<file path="config.mk">
export PLATFORM = sky130hd
export DESIGN_NAME = sswgp_ctrl
export DESIGN_NICKNAME = d
export VERILOG_FILES = /design/src/rtl/sswgp_pkg.sv /design/src/rtl/sswgp_ctrl.sv
export SDC_FILE = /design/constraint.sdc
export NUM_CORES = 1
export LEC_CHECK = 0
export BUFFER_PORTS_ARGS = -buffer_cell sky130_fd_sc_hd__buf_2
export CAP_MARGIN = 0
export CORE_AREA = 2 2 39 41
export CTS_CLUSTER_SIZE = 12
export DETAILED_ROUTE_END_ITERATION = 12
export DIE_AREA = 0 0 41 43
export PLACE_DENSITY_LB_ADDON = 0.1
export SLEW_MARGIN = 20
export SYNTH_ARGS = -nofsm -noshare
export SYNTH_HDL_FRONTEND = slang
export SYNTH_SLANG_ARGS = --single-unit
</file>
<file path="constraint.sdc">
create_clock -name clk_i -period 1.2 [get_ports clk_i]
set_clock_uncertainty 0.05 [all_clocks]
set_input_delay 0.24 -clock clk_i [delete_from_list [all_inputs] [get_ports clk_i]]
set_output_delay 0.24 -clock clk_i [all_outputs]
set_load 0.01 [all_outputs]
</file>
<file path="src/rtl/sswgp_pkg.sv">
// Shared constants, types, command codes and the quarter-sine table of the channel strip.
`timescale 1ns / 1ps

package sswgp_pkg;

  localparam int SAMPLE_BITS   = 24;
  localparam int SINE_DEPTH    = 256;
  localparam int MAX_BLOCK_DEF = 4096;

  localparam int CFG_IDX_W  = 3;
  localparam int CFG_DATA_W = 18;

  localparam logic [CFG_IDX_W-1:0] CFG_BLOCK_LEN     = 3'd0;
  localparam logic [CFG_IDX_W-1:0] CFG_INV_BLOCK_LEN = 3'd1;
  localparam logic [CFG_IDX_W-1:0] CFG_SMOOTH_COEF   = 3'd2;
  localparam logic [CFG_IDX_W-1:0] CFG_WIDTH_TARGET  = 3'd3;
  localparam logic [CFG_IDX_W-1:0] CFG_GAIN_TARGET   = 3'd4;
  localparam logic [CFG_IDX_W-1:0] CFG_PAN_TARGET    = 3'd5;
  localparam logic [CFG_IDX_W-1:0] CFG_SILENCED      = 3'd6;
  localparam logic [CFG_IDX_W-1:0] CFG_IS_MASTER     = 3'd7;

  typedef longint unsigned u64_t;
  typedef longint          s64_t;

  localparam u64_t HALF_PI_Q30 = 64'd1686629713;

  typedef logic signed [17:0] coef_t;
  typedef coef_t sine_tab_t [SINE_DEPTH+1];

  // Restoring long division, evaluated only while the constant table is built.
  function automatic u64_t udiv(u64_t num, u64_t den);
    u64_t q;
    u64_t r;
    q = '0;
    r = '0;
    for (int i = 63; i >= 0; i--) begin
      r = {r[62:0], num[i]};
      if (r >= den) begin
        r    = r - den;
        q[i] = 1'b1;
      end
    end
    return q;
  endfunction

  // Quarter-sine table in Q1.16, each entry from an 8-term Taylor series in Q30.
  function automatic sine_tab_t sine_build();
    sine_tab_t tab;
    u64_t      th;
    u64_t      x2;
    u64_t      term;
    s64_t      sum;
    s64_t      v;
    for (int k = 0; k <= SINE_DEPTH; k++) begin
      th   = udiv(HALF_PI_Q30 * u64_t'(k) + u64_t'(SINE_DEPTH >> 1), u64_t'(SINE_DEPTH));
      x2   = (th * th) >> 30;
      term = th;
      sum  = s64_t'(th);
      for (int n = 1; n <= 7; n++) begin
        term = udiv((term * x2) >> 30, u64_t'((2 * n) * (2 * n + 1)));
        if ((n & 1) == 1) begin
          sum = sum - s64_t'(term);
        end else begin
          sum = sum + s64_t'(term);
        end
      end
      if (sum < 0) begin
        sum = 0;
      end
      v = (sum + 8192) >>> 14;
      tab[k] = (v > 65536) ? 18'sd65536 : coef_t'(v);
    end
    return tab;
  endfunction

  localparam sine_tab_t SINE_TAB = sine_build();

  typedef enum logic [4:0] {
    OP_APP_W, OP_APP_G, OP_APP_M, OP_APP_P,
    OP_SIN0, OP_COS0, OP_SIN1, OP_COS1,
    OP_T,
    OP_LERP_W, OP_LERP_G, OP_LERP_M,
    OP_LERP_LL, OP_LERP_RL, OP_LERP_LR, OP_LERP_RR,
    OP_WID, OP_GAIN, OP_AG, OP_BG,
    OP_PAN1, OP_PAN2, OP_PAN3, OP_PAN4,
    OP_SQ_L, OP_SQ_R, OP_SQ_OL, OP_SQ_OR
  } op_e;

  typedef struct packed {
    logic load;
    logic mul;
    logic wb;
    logic fin;
    op_e  op;
  } cmd_t;

  typedef struct packed {
    logic first;
    logic out_hold;
  } sts_t;

endpackage

</file>
<file path="src/rtl/sswgp_ctrl.sv">
// Sequencer that steps the datapath through its multiply and write-back operations per item.
`timescale 1ns / 1ps

module sswgp_ctrl
  import sswgp_pkg::*;
(
  input  logic clk_i,
  input  logic rst_ni,
  input  logic in_valid_i,
  output logic in_stall_o,
  input  sts_t sts_i,
  output cmd_t cmd_o
);

  typedef enum logic [1:0] {ST_IDLE, ST_MUL, ST_WB, ST_FIN} state_e;

  state_e state_q;
  op_e    op_q;

  always_ff @(posedge clk_i or negedge rst_ni) begin
    if (!rst_ni) begin
      state_q <= ST_IDLE;
      op_q    <= OP_APP_W;
    end else begin
      unique case (state_q)
        ST_IDLE: begin
          if (in_valid_i) begin
            // The block-start operations run only on the first item of a block.
            op_q    <= sts_i.first ? OP_APP_W : OP_T;
            state_q <= ST_MUL;
          end
        end
        ST_MUL: begin
          state_q <= ST_WB;
        end
        ST_WB: begin
          if (op_q == OP_SQ_OR) begin
            state_q <= ST_FIN;
          end else begin
            op_q    <= op_e'(op_q + 5'd1);
            state_q <= ST_MUL;
          end
        end
        ST_FIN: begin
          if (!sts_i.out_hold) begin
            state_q <= ST_IDLE;
          end
        end
        default: state_q <= ST_IDLE;
      endcase
    end
  end

  assign in_stall_o = (state_q != ST_IDLE);

  assign cmd_o.load = (state_q == ST_IDLE) && in_valid_i;
  assign cmd_o.mul  = (state_q == ST_MUL);
  assign cmd_o.wb   = (state_q == ST_WB);
  assign cmd_o.fin  = (state_q == ST_FIN) && !sts_i.out_hold;
  assign cmd_o.op   = op_q;

endmodule

</file>
==> out/results.txt <==
The worst-margin pin slew was 230 ps. Measured along the y axis, the die boundary spans 43 um. The routed layout has 489 vias.

The tools report the sequential cell area fraction in the yosys report as 0.447. In this run the standard cell core region covers 0.00138 sq mm. The clock-pin slew reported for the worst setup and hold paths after clock tree synthesis was 50 ps.

STA puts the critical path data arrival time at 1110 ps. After detailed routing, the average wire length per cell comes to 13.1 um. Setup repair after global routing could not meet its margin everywhere. The number of levels the H-tree was split into is 1. Final cycle utilization of the critical path: 1.17. Least setup slack across all paths after layout: -201 ps. Setup violations remaining at the end of the flow were counted as 13. The worst setup path is launched from a flip-flop. Synthesis produced a netlist with a net count of 47.

Count of boundary I/O pins: 15. For this design the ratio of total power to cell area is 2210 mW/mm^2. In this run the worst path has a maximum fanout of 5. The logs give 84 for the number of cells in the design after placement and 250 ps for the clock latency reported for the late side of the worst-skew pair. The headroom to the max-slew limit was 0.845; the required time of the critical path was 910 ps. In this run, the number of DRC markers left after iteration 0 of detailed routing was 8.

The class of the worst hold path was in2reg. The met3 layer wire length in the routed design was 53 um; the worst slack after detailed placement was -159 ps. The placed instances occupy a cell area of 603 sq um. Each instance of the synthesized netlist takes up on average 9.55 sq um. Once detailed placement completed, the half-perimeter wirelength came to 790 um. From left edge to right edge, the die measures 41 um.

After synthesis, the cell types taking the most area are sky130_fd_sc_hd__dfrtp_1 (45%), sky130_fd_sc_hd__nand3_1 (6.4%), sky130_fd_sc_hd__inv_1 (4.8%). The biggest area contributor in the post-synthesis netlist is sky130_fd_sc_hd__dfrtp_1. For this run, design rule violations remaining after detail routing come to 0.

The portion of synthesized cell area occupied by the leading cell type came out at 0.447. The tools report the initial core utilization as 0.283. The run gives 0 as the max-capacitance violation count.

The total number of yosys warnings came out at 0. Type of the worst setup path: reg2out. The final critical delay including setup and external delays came out at 1400 ps. The residual antenna-violating net count after detailed routing came out at 0. Final design area excluding fillers: 822 sq um.

The total overflow left after global routing is 0. The synthesized instance count was 41. The share of post-route cells with drive strength above 1 was 0.687; the total negative slack for setup checks was -1590 ps. The congestion estimate from routability-driven global placement came to 0.797. The clock drives 7 sinks. For the number of pins with negative max-slew slack in the final report, the log shows 0. After detailed routing, the wire length on met1 is 469 um.

In the layout the commonest cells are sky130_fd_sc_hd__buf_4 (17), sky130_fd_sc_hd__buf_6 (12), sky130_fd_sc_hd__buf_2 (8), sky130_fd_sc_hd__dfrtp_2 (5), sky130_fd_sc_hd__nand3_1 (4). The tools report the post-synthesis cell area as 392 sq um. Leakage power total: 0.381 nW. The run finished, with violations left. The global-route usage over all layers is 0.177. The library cell used as clock root buffer is sky130_fd_sc_hd__clkbuf_4. The largest net degree at the start of global routing is 8. The final layout contains 90 nets. The design draws 1.82 mW.

Largest vdd supply drop: 1.11 mV. For the final wirelength, the log shows 1300 um. The final reports fail on setup timing. Flop and latch count out of synthesis: 7. The tools report the capturing element type of the critical path as a primary output. The synthesis-to-layout area growth is 110%.

CTS buffer count: 3. The most common library cell in the layout ignoring fill and taps is sky130_fd_sc_hd__buf_4. Wire segments on met2 add up to 758 um in the final route. Average vias per placed instance: 4.94. Counting along the longest clock path gives a buffer depth of 2.

The non-filler instance count after layout was 99; the count of buffers inserted at the top-level ports was 14. The highest signal layer in the routed design was met4. For the total iterations of the first detailed-routing run, the log shows 4. The floorplan step defined a die boundary enclosing 0.00176 sq mm. For the initial antenna violation count, the log shows 0. After synthesis, the netlist uses 23 different library cells. In this run the core area contains 14 standard-cell rows. The antenna cell count came out at 0. Static timing analysis puts the maximum clock frequency at 714 MHz.

The run gives 0 as the hold violation count in the final report. The tools report the global-route wire length before repair as 2060 um. TritonCTS built the clock tree.

The tools report the via count of the first global-routing pass as 488.
-- sequential cells by signal, indices dropped and copies added, names as in the netlist --
name	flops
op_q	5
state_q	2
-- layer usage --
metal	up-vias	GRT usage
met3	2	0.0628
met1	236	0.188
met4	0	0.0533
li1	240	-
met5	-	0
met2	11	0.306
-- logic make-up (layout without fill, tap and decap cells) --
logic type,count (synthesis),after routing,synth area share
compound gates,11,11,0.204
fa+ha+maj,1,1,0.0319
buf+inv,5,47,0.0479
flops,7,7,0.447
mux,1,1,0.0256
simple gates,16,16,0.243
-- power breakdown --
| part | internal (mW) | switching, mW | total, mW |
|---|---|---|---|
| combinational | 0.702 | 0.421 | 1.12 |
| sequential | 0.348 | 0.134 | 0.482 |
| clock | 0.127 | 0.0870 | 0.214 |
-- cells in the mapped netlist (all sizes together) --
cell	number
nand3b	1
a2bb2oi	1
nand3	5
a32o	1
o22ai	1
a41oi	1
dfrtp	7
mux2i	1
or4	1
nand2	3
o31ai	1
o21bai	2
or2	1
nor3b	2
a21oi	1
inv	5
or2b	1
o21ai	2
o2bb2ai	1
ha	1
nor2b	1
nor2	1
-- stage by stage --
step / hold slack [ps] / util
global route: 200 / 0.594
floorplan: -106 / -
finish: 191 / 0.594
detailed placement: 37.2 / 0.436
global placement: 33.7 / 0.436
CTS: 183 / 0.580
-- final cells by class --
| class | count | area (sq um) |
|---|---|---|
| Fill cell | 119 | 562 |
| Timing Repair Buffer | 38 | 313 |
| Multi-Input combinational cell | 29 | 263 |
| Sequential cell | 7 | 181 |
| Clock buffer | 4 | 26.3 |
| Tap cell | 16 | 20.0 |
| Inverter | 5 | 18.8 |
-- worst paths after layout --
kind / from / endpoint / slack, ps / depth (start not counted)
worst min-delay path: sts_i[0] / state_q[0]$_DFFE_PN0P_ / 190 / 3
worst max register to register: state_q[0]$_DFFE_PN0P_ / op_q[1]$_DFFE_PN0P_ / -160 / 5
worst max-delay path: state_q[1]$_DFFE_PN0P_ / cmd_o[8] / -200 / 3
max in group asynchronous: rst_ni / op_q[0]$_DFFE_PN0P_ / 620 / 2
min in group asynchronous: rst_ni / op_q[4]$_DFFE_PN0P_ / 300 / 2
worst min register to register: op_q[4]$_DFFE_PN0P_ / op_q[4]$_DFFE_PN0P_ / 570 / 3
-- what timing repair did --
action | 4_1_cts | 5_1_grt
setup buffers | 10 | 2
cloned | 0 | 0
pin swaps | 3 | 8
hold buffers | 1 | 0
resized for setup | 18 | 7
hold endpoints to repair | 7 | 0
endpoints found under the setup margin | 16 | 17
-- worst max-delay path, cell delays in order (launching register included) --
cell and delay (ps):
sky130_fd_sc_hd__dfrtp_2 430, sky130_fd_sc_hd__or2_4 240, sky130_fd_sc_hd__nor2_2 70, sky130_fd_sc_hd__buf_2 120
(Power assumes the default switching activity.)
